<file path="config.mk">
export PLATFORM = sky130hd
export DESIGN_NAME = sorted_reminder_table_top
export DESIGN_NICKNAME = d
export VERILOG_FILES = /design/src/rtl/srt_pkg.sv /design/src/rtl/sorted_reminder_table_top.sv /design/src/rtl/srt_ram.sv
export VERILOG_INCLUDE_DIRS = /design/src /design/src/rtl
export SDC_FILE = /design/constraint.sdc
export NUM_CORES = 2
export LEC_CHECK = 0
export BUFFER_PORTS_ARGS = -buffer_cell sky130_fd_sc_hd__buf_2
export CAP_MARGIN = 20
export CORE_AREA = 2 2 733 443
export CTS_CLUSTER_DIAMETER = 120
export DETAILED_ROUTE_END_ITERATION = 6
export DIE_AREA = 0 0 735 445
export PLACE_DENSITY_LB_ADDON = 0.05
export SYNTH_ARGS = -nofsm -noshare
export SYNTH_HDL_FRONTEND = slang
export SYNTH_SLANG_ARGS = --single-unit
export TNS_END_PERCENT = 50
</file>
<file path="constraint.sdc">
create_clock -name clk -period 6.4 [get_ports clk]
set_input_delay 0.96 -clock clk [delete_from_list [all_inputs] [get_ports clk]]
set_output_delay 0.96 -clock clk [all_outputs]
set_load 0.005 [all_outputs]
</file>
<file path="src/rtl/sorted_reminder_table_top_macros.svh">
// Assertion macros for the sorted reminder table.
// Included by RTL files that carry concurrent checks; no other dependencies.
`ifndef SORTED_REMINDER_TABLE_TOP_MACROS_SVH
`define SORTED_REMINDER_TABLE_TOP_MACROS_SVH

// Same-cycle implication, disabled during reset.
`define SRT_ASSERT_IMPL(label, clk, rst, ante, cons, msg) \
  label: assert property (@(posedge clk) disable iff (rst) (ante) |-> (cons)) else $error(msg);

// Next-cycle implication, disabled during reset.
`define SRT_ASSERT_NEXT(label, clk, rst, ante, cons, msg) \
  label: assert property (@(posedge clk) disable iff (rst) (ante) |=> (cons)) else $error(msg);

`endif

</file>
<file path="src/rtl/srt_pkg.sv">
// Shared types and constants for the sorted reminder table.
// Used by srt_ram, sorted_reminder_table_top and the testbench; no dependencies.
`default_nettype none

package srt_pkg;

  localparam int DEPTH_DEFAULT = 64;
  localparam int SLOT_W        = 6;
  localparam int DAY_W         = 5;
  localparam int HOUR_W        = 5;
  localparam int MIN_W         = 6;
  localparam int TAG_W         = 32;

  localparam logic [HOUR_W-1:0] HOUR_MAX = HOUR_W'(23);
  localparam logic [MIN_W-1:0]  MIN_MAX  = MIN_W'(59);

  localparam logic ACT_INSERT   = 1'b0;
  localparam logic ACT_READ_OUT = 1'b1;

  typedef enum logic [2:0] {
    ST_INSERTED = 3'd0,
    ST_FULL     = 3'd1,
    ST_BAD_TIME = 3'd2,
    ST_READ     = 3'd3,
    ST_EMPTY    = 3'd4
  } status_t;

  typedef struct packed {
    logic [DAY_W-1:0]  day;
    logic [HOUR_W-1:0] hours;
    logic [MIN_W-1:0]  minutes;
    logic [TAG_W-1:0]  tag;
  } entry_t;

  function automatic logic [DAY_W+HOUR_W+MIN_W-1:0] time_key(input entry_t e);
    time_key = {e.day, e.hours, e.minutes};
  endfunction

endpackage

`default_nettype wire

</file>
<file path="src/rtl/sorted_reminder_table_top.sv">
// Sorted reminder table: insertion-sorted entry store with ordered read-out.
// Depends on srt_pkg, srt_ram and sorted_reminder_table_top_macros.svh.
//
//   channel | direction | handshake          | payload
//   in      | receive   | in_valid/in_stall  | action day hours minutes message_tag
//   out     | send      | out_valid/out_stall| status slot out_day out_hours
//           |           |                    | out_minutes out_tag last
//
// Insert: each entry moved down is read, then written back one slot later; the single
//   store port pair sets the pace, and the walk ends in the response step.
// Read-out: each entry takes a store read, then an output load; 1 result per entry.
// Rejected inserts and empty read-out go straight to the response. Reset empties the table at once.
// An output stall holds the engine at its next output load; the next transaction is taken as soon
// as the last result sits in the output register.
`default_nettype none

module sorted_reminder_table_top #(
  parameter int TABLE_DEPTH = srt_pkg::DEPTH_DEFAULT
) (
  input  wire logic                        clk,
  input  wire logic                        rst,
  input  wire logic                        in_valid,
  output logic                             in_stall,
  input  wire logic                        action,
  input  wire logic [srt_pkg::DAY_W-1:0]   day,
  input  wire logic [srt_pkg::HOUR_W-1:0]  hours,
  input  wire logic [srt_pkg::MIN_W-1:0]   minutes,
  input  wire logic [srt_pkg::TAG_W-1:0]   message_tag,
  output logic                             out_valid,
  input  wire logic                        out_stall,
  output logic [2:0]                       status,
  output logic [srt_pkg::SLOT_W-1:0]       slot,
  output logic [srt_pkg::DAY_W-1:0]        out_day,
  output logic [srt_pkg::HOUR_W-1:0]       out_hours,
  output logic [srt_pkg::MIN_W-1:0]        out_minutes,
  output logic [srt_pkg::TAG_W-1:0]        out_tag,
  output logic                             last
);

  localparam int IDX_W = $clog2(TABLE_DEPTH);
  localparam int CNT_W = $clog2(TABLE_DEPTH + 1);

  typedef enum logic [2:0] {
    S_IDLE,
    S_INS_RD,
    S_INS_CMP,
    S_RESP,
    S_OUT_RD,
    S_OUT_LD
  } state_t;

  state_t                       state;
  logic [CNT_W-1:0]             count;
  logic [IDX_W-1:0]             pos;
  logic [IDX_W-1:0]             idx;
  srt_pkg::entry_t              ins;
  srt_pkg::status_t             resp_status;
  logic [srt_pkg::SLOT_W-1:0]   resp_slot;

  logic                         mem_we;
  logic [IDX_W-1:0]             mem_waddr;
  srt_pkg::entry_t              mem_wdata;
  logic                         mem_re;
  logic [IDX_W-1:0]             mem_raddr;
  srt_pkg::entry_t              mem_rdata;

  logic                         out_free;
  logic                         out_load;
  logic                         key_gt;
  logic                         last_entry;
  logic                         table_full;
  logic                         bad_time;

  srt_ram #(
    .DEPTH (TABLE_DEPTH)
  ) u_ram (
    .clk   (clk),
    .we    (mem_we),
    .waddr (mem_waddr),
    .wdata (mem_wdata),
    .re    (mem_re),
    .raddr (mem_raddr),
    .rdata (mem_rdata)
  );

  assign in_stall   = (state != S_IDLE);
  assign out_free   = !out_valid || !out_stall;
  assign out_load   = ((state == S_RESP) || (state == S_OUT_LD)) && out_free;
  assign key_gt     = srt_pkg::time_key(mem_rdata) > srt_pkg::time_key(ins);
  assign last_entry = (CNT_W'(idx) + CNT_W'(1)) == count;
  assign table_full = (count == CNT_W'(TABLE_DEPTH));
  assign bad_time   = (day == '0) || (hours > srt_pkg::HOUR_MAX) ||
                      (minutes > srt_pkg::MIN_MAX);

  always_comb begin
    mem_we    = 1'b0;
    mem_waddr = pos;
    mem_wdata = ins;
    mem_re    = 1'b0;
    mem_raddr = pos - IDX_W'(1);
    case (state)
      S_INS_RD: begin
        if (pos == '0) begin
          mem_we = 1'b1;
        end else begin
          mem_re = 1'b1;
        end
      end
      S_INS_CMP: begin
        mem_we = 1'b1;
        if (key_gt) begin
          mem_wdata = mem_rdata;
        end
      end
      S_OUT_RD: begin
        mem_re    = 1'b1;
        mem_raddr = idx;
      end
      default: ;
    endcase
  end

  always_ff @(posedge clk) begin
    if (rst) begin
      state     <= S_IDLE;
      count     <= '0;
      out_valid <= 1'b0;
    end else begin
      if (out_load) begin
        out_valid <= 1'b1;
      end else if (!out_stall) begin
        out_valid <= 1'b0;
      end
      case (state)
        S_IDLE: begin
          if (in_valid) begin
            ins <= '{day: day, hours: hours, minutes: minutes, tag: message_tag};
            resp_slot <= '0;
            if (action == srt_pkg::ACT_READ_OUT) begin
              if (count == '0) begin
                resp_status <= srt_pkg::ST_EMPTY;
                state       <= S_RESP;
              end else begin
                idx   <= '0;
                state <= S_OUT_RD;
              end
            end else if (table_full) begin
              resp_status <= srt_pkg::ST_FULL;
              state       <= S_RESP;
            end else if (bad_time) begin
              resp_status <= srt_pkg::ST_BAD_TIME;
              state       <= S_RESP;
            end else begin
              pos   <= IDX_W'(count);
              state <= S_INS_RD;
            end
          end
        end
        S_INS_RD: begin
          if (pos == '0) begin
            count       <= count + CNT_W'(1);
            resp_status <= srt_pkg::ST_INSERTED;
            resp_slot   <= '0;
            state       <= S_RESP;
          end else begin
            state <= S_INS_CMP;
          end
        end
        S_INS_CMP: begin
          if (key_gt) begin
            pos   <= pos - IDX_W'(1);
            state <= S_INS_RD;
          end else begin
            count       <= count + CNT_W'(1);
            resp_status <= srt_pkg::ST_INSERTED;
            resp_slot   <= srt_pkg::SLOT_W'(pos);
            state       <= S_RESP;
          end
        end
        S_RESP: begin
          if (out_free) begin
            status      <= resp_status;
            slot        <= resp_slot;
            out_day     <= '0;
            out_hours   <= '0;
            out_minutes <= '0;
            out_tag     <= '0;
            last        <= 1'b1;
            state       <= S_IDLE;
          end
        end
        S_OUT_RD: begin
          state <= S_OUT_LD;
        end
        S_OUT_LD: begin
          if (out_free) begin
            status      <= srt_pkg::ST_READ;
            slot        <= srt_pkg::SLOT_W'(idx);
            out_day     <= mem_rdata.day;
            out_hours   <= mem_rdata.hours;
            out_minutes <= mem_rdata.minutes;
            out_tag     <= mem_rdata.tag;
            last        <= last_entry;
            if (last_entry) begin
              state <= S_IDLE;
            end else begin
              idx   <= idx + IDX_W'(1);
              state <= S_OUT_RD;
            end
          end
        end
        default: begin
          state <= S_IDLE;
        end
      endcase
    end
  end

`include "sorted_reminder_table_top_macros.svh"

  `SRT_ASSERT_IMPL(a_count_bound, clk, rst, 1'b1, count <= CNT_W'(TABLE_DEPTH),
                   "entry count above depth")
  `SRT_ASSERT_IMPL(a_write_in_table, clk, rst, mem_we, CNT_W'(mem_waddr) <= count,
                   "store write beyond fill")
  `SRT_ASSERT_NEXT(a_count_step, clk, rst, 1'b1,
                   (count == $past(count)) || (count == $past(count) + CNT_W'(1)),
                   "entry count jumped")
  `SRT_ASSERT_NEXT(a_readout_end, clk, rst, (state == S_OUT_LD) && out_free && last_entry,
                   (state == S_IDLE) && out_valid && last, "read-out did not close")

endmodule

`default_nettype wire

</file>
<file path="src/rtl/srt_ram.sv">
// Entry store: one write port, one read port, registered read data.
// Depends on srt_pkg for the entry layout.
`default_nettype none

module srt_ram #(
  parameter int DEPTH = srt_pkg::DEPTH_DEFAULT
) (
  input  wire logic                       clk,
  input  wire logic                       we,
  input  wire logic [$clog2(DEPTH)-1:0]   waddr,
  input  wire srt_pkg::entry_t            wdata,
  input  wire logic                       re,
  input  wire logic [$clog2(DEPTH)-1:0]   raddr,
  output srt_pkg::entry_t                 rdata
);

  srt_pkg::entry_t mem [DEPTH];

  always_ff @(posedge clk) begin
    if (we) begin
      mem[waddr] <= wdata;
    end
  end

  always_ff @(posedge clk) begin
    if (re) begin
      rdata <= mem[raddr];
    end
  end

endmodule

`default_nettype wire

</file>
; ---- Word level (Yosys, flattened, before mapping)
; Memories as Yosys holds them, arrays and structs flattened. A register that Yosys moved wholly into a read port is not among the register bits.
; Cells that the tools add are included.
[op_classes]
addsub = 4
n_lt_le_gt_ge = 3
eq_ne = 22
mux = 69
bitwise_logic = 1
reduce_logical = 25
[ops]
columns = cell, n
row1 = $mux 6, 18
row2 = $mux 48, 2
row3 = $mux 32, 2
row4 = $pmux 32 s2, 1
row5 = $pmux 6 s2, 4
row6 = $mux 3, 15
row7 = $ne 2x2->1 const B, 12
row8 = $reduce_and 7->1, 3
row9 = $pmux 5 s2, 2
row10 = $pmux 3 s6, 1
row11 = $pmux 6 s3, 1
row12 = $gt 16x16->1, 1
row13 = $mux 5, 3
row14 = $mux 7, 2
row15 = $pmux 7 s2, 1
row16 = $mux 1, 9
row17 = $pmux 3 s3, 1
row18 = $reduce_and 3->1, 3
row19 = $reduce_bool 2->1, 4
row20 = $add 6x1->7 const B, 1
row21 = $add 7x1->7 const B, 1
row22 = $eq 7x7->1, 1
row23 = $eq 7x7->1 const B, 1
row24 = $logic_not 7->1, 1
row25 = other kinds (23), 34
[totals]
ff_bits = 138
mem_bits_rw = 3072
in_bits = 53
output_inout_bits = 60
word_cells = 143
mem_count = 1
[mem_list]
columns = memory, depth, word_bits, rd, rd_ports_with_merged_regs, write_ports, line
row1 = u_ram.mem, 64, 48, 1, 1, 1, srt_ram.sv:17  ; srt_pkg::entry_t mem [DEPTH];

; ---- Depth between registers and ports, before layout
[logic_depth]
ltp_word = 8
ltp_mapped = 14

; ---- Cells and area by module
; From an unflattened synthesis, not the netlist that was laid out.
[hier_totals]
hier_cells = 5746
area_unflattened_um2 = 125241.4
[by_module_without_submodules]
columns = module, n_inst, cells_each, area_each_um2, seq_area_each_um2
row1 = srt_ram, 1, 5234, 118514.9, 93689.9
row2 = sorted_reminder_table_top, 1, 512, 6726.5, 4033.9

; ---- Least setup slack after synthesis
; OpenSTA, ideal clock, no wires.
[synth_path]
path_type = input port to flip-flop
from = input port rst
to = register last (enable)
setup_time_ns = 0.557
t_arrival_ns = 5.650
slack_ns = 0.193
stages = 3
cell_sequence = clkbuf_1 -> buf_1 -> nor3b_1
[synth_between]
elab_chain_len = 2
[synth_lines]
columns = item, line
row1 = from (decl), sorted_reminder_table_top.sv:21  ; input wire logic rst,
row2 = $not 1->1 (no line), -
row3 = $reduce_and 4->1 (no line), -
row4 = to (signal assigned), sorted_reminder_table_top.sv:203  ; last <= last_entry;
row5 = to (decl), sorted_reminder_table_top.sv:37  ; output logic last
; Every way passes these cells.
; A chain may end at the register's enable or synchronous reset.

==> reports/metrics.csv <==
stage,metric,value,unit
global_routing,vias in the first global route,73550,
drt,DR iter-0 viols,12540,
floorplanning,chip width,735,um
synthesis,Mapped Cells,8695,
critical_path,worst stage delay on the critical path,1.02,ns
drt,DRC Markers,0,
drt,drt first pass iters,6,
global_routing,largest net degree at the start of global routing,135,
synthesis,ys flop type,edfxtp_1,
drt,drt wl/cell,37.06,um
critical_path,critical path class,reg2reg,
global_routing,first-pass GRT wire length,661100,um
cts,root buffer cell,clkbuf_16,
finish,final core utilization,0.4564,
sta,RSZ-0062 raised after global routing,false,
synthesis,dominant cell type by area after synthesis,edfxtp_1,
critical_path,worst path required time,7.09,ns
synthesis,sequential-to-total area share from yosys stat,0.7652,
job,max cap viols,0,
sta,final setup fails,0,
global_routing,GR Overflow Total,0,
status,outcome,completed,
synthesis,Post-synth EDFFs,3247,
finish,share of layout cells above drive strength 1,0.1247,
cts,CTS Buf Count,319,
power_and_ir_drop,P per Cell Area,413.9,nW/um2
synthesis,Yosys cell types,68,
sta,Final Skew,0.04495,ns
floorplanning,I/O Pins,113,
synthesis,synth warn,0,
drt,vias per cell,6.029,
finish,Area Overhead vs Synth,14.32,%
placement,DP Wirelength,267100,um
sta,max-slew violation count,0,
synthesis,register bit total from synthesis,3258,
finish,most frequent cells in the layout,"3,247 x edfxtp_1, 2,157 x nand2_1, 843 x nand3_1",
critical_path,Crit path max-delay family,simple AND/OR/NAND/NOR gates,
hold_path,Hold WC Path Type,in2reg,
cts,setup bufs post-CTS,0,
drt,via count,80640,
cts,Resized cells post-CTS,0,
finish,"commonest non-fill, non-tap cell in the layout",edfxtp_1,
cts,CTS Buffer Depth,4,
cts,sinks on the clock net,3258,
drt,Final ANT Viol Nets,0,
sta,worst slew pin tran,1.194,ns
synthesis,Avg Synthesized Cell Area,14.69,um2
power_and_ir_drop,VDD IR max,0.2814,mV
critical_path,crit path max-delay cell type,mux2_2,
floorplanning,die area,327100,um2
floorplanning,num rows,161,
critical_path,Crit. End Element,flop,
synthesis,net count after synthesis,8769,
drt,final wirelength,495700,um
global_routing,Overall Global Routing Usage,0.2960,
synthesis,Yosys top cell area share,0.7634,
critical_path,critical-path maximum fanout,50,
critical_path,startpoint types,flop,
synthesis,synthesized area,127700,um2
synthesis,Async SR Flop Fraction,0,
cts,# H-tree levels,5,
sta,highest clock rate,160.2,MHz
sta,total negative slack,0,ns
floorplanning,Starting Density,0.3992,
cts,worst skew pair latency,0.91,ns
floorplanning,Die Height,445,um
power_and_ir_drop,Leak,48.60,nW
finish,Fillers,28130,
sta,relative slew slack,0.2015,
critical_path,critical-path cell list,"ha_1, nand4_1, or2_2, nor2_1, o21ai_0, nand3_1, nand2_8, mux2_2, buf_4",
placement,GP Congestion,0.8307,
finish,Nets,8958,
floorplanning,core area,319900,um2
cts,"CTS clk-pin slew, worst paths",0.07,ns
sta,fin crit share,0.9753,
critical_path,Arrival @ worst endpoint,6.93,ns
global_routing,initial antenna violation count,46,
critical_path,buffer and inverter count on the worst path,1,
sta,Final Hold Viols,0,
cts,Post-CTS Hold Buffers,0,
sta,minimum clock period,6.242,ns
cts,CTS tree,yes,
placement,port bufs,112,
synthesis,main area contributors after synthesis,"edfxtp_1 76%, nand2_1 6.3%, nand3_1 3.3%, mux4_2 2.1%, mux2i_1 1.6%",
metrics by stage:
| step | setup slack (ns) | hold WS, ns | total power [mW] | cell area [um2] | std cells |
|---|---|---|---|---|---|
| after floorplan | 0.1930 | 0.4773 | 34.53 | 127700 | 8695 |
| after global placement | 0.3827 | 0.4957 | 41.65 | 135100 | 12760 |
| after detailed placement | 0.4939 | 0.4948 | 41.74 | 135300 | 12770 |
| after CTS | 0.4594 | 0.1644 | 60.23 | 145200 | 13330 |
| after global routing | 0.4054 | 0.1961 | 62.27 | 146000 | 13370 |
| final | 0.1580 | 0.2272 | 60.44 | 146000 | 13380 |
state kept, by name, summed over array words and instances, names as in the netlist, 5 cells and up:
register     count
u_ram.rdata     48
u_ram.mem     3072
resp_slot        6
out_minutes      6
ins             48
out_day          5
count            7
out_hours        5
slot             6
mem_waddr        6
idx              6
out_tag         32
worst reg2reg max path: stages, from the launching register on:
cell,delay [ns]
edfxtp_1,0.63
ha_1,0.42
nand4_1,0.23
or2_2,0.41
nor2_1,0.83
o21ai_0,0.48
nand3_1,0.73
nand2_8,0.67
mux2_2,1.16
buf_4,0.46
cells by family (layout without fill, tap and decap cells):
logic type      after synthesis  after routing  synth area share
fa+ha+maj                    21             21          0.002057
xor+xnor                     15             15          0.001029
flops                      3258           3258            0.7652
buf+inv                     592           1020           0.02216
simple gates               3520           3520            0.1201
mux                         377            377           0.04205
compound gates              912            912           0.04743
other cells                   0             15                 0
per-layer routing:
| layer | vias up | share of wire | wire (um) | track usage |
|---|---|---|---|---|
| li1 | 33280 | - | - | - |
| met1 | 42310 | 0.45 | 221100 | 0.4546 |
| met2 | 4442 | 0.42 | 208000 | 0.4184 |
| met5 | - | 0.00034 | 169 | 0 |
| met4 | 16 | 0.029 | 14300 | 0.07872 |
| met3 | 599 | 0.11 | 52190 | 0.07135 |
path summary, 6_finish.rpt:
kind	from	cells past startpoint	end	slack (ns)
worst min-delay path	message_tag[9]	1	ins[9]$_DFFE_PP_	0.23
worst max register to register	u_ram.rdata[45]$_DFFE_PP_	9	u_ram.mem[38][6]$_DFFE_PP_	0.16
worst min register to register	resp_status[0]$_SDFFCE_PP0P_	1	status[0]$_SDFFCE_PP1P_	0.51
worst max-delay path	u_ram.rdata[45]$_DFFE_PP_	9	u_ram.mem[38][6]$_DFFE_PP_	0.16
final cells by class:
class	count	area, um2	share of cell area
sequential	3258	97730	0.6693
timing repair buffer	438	5142	0.03522
antenna	15	37.54	0.0002571
clock buffer	398	8523	0.05837
multi-input combinational	4845	27830	0.1906
tap	4238	5303	0.03632
inverter	22	82.58	0.0005656
clock inverter	162	1366	0.009358
synth_stat cells, drive strengths merged, types with 4 or more instances:
cell and number:
nor2b 7, mux4 121, nand4 23, xor2 7, o21a 5, nor4 18, buf 287, o31a 7
a311oi 24, or3 5, a32oi 35, or2 10, a21o 11, nand4b 5, clkbuf 283, or3b 4
o21ai 125, o2111ai 45, nand3 844, a221oi 93, nor3 19, ha 21, nand3b 4, a21oi 174
mux2i 203, mux2 53, a2111oi 17, edfxtp 3247, inv 22, nand2 2161, and3 227, nor3b 5
a22oi 80, dfxtp 11, nand2b 7, a31oi 249, and4 36, nor2 137, o22ai 34, xnor2 8
report_power, final:
group / leakage, nW / switching, mW / internal [mW]
Clock: 4.84 / 8.31 / 10.4
Combinational: 14.4 / 11.5 / 4.08
Sequential: 29.3 / 0.639 / 25.6
Total: 48.6 / 20.4 / 40.0
Power figures use the tool's default switching activity.
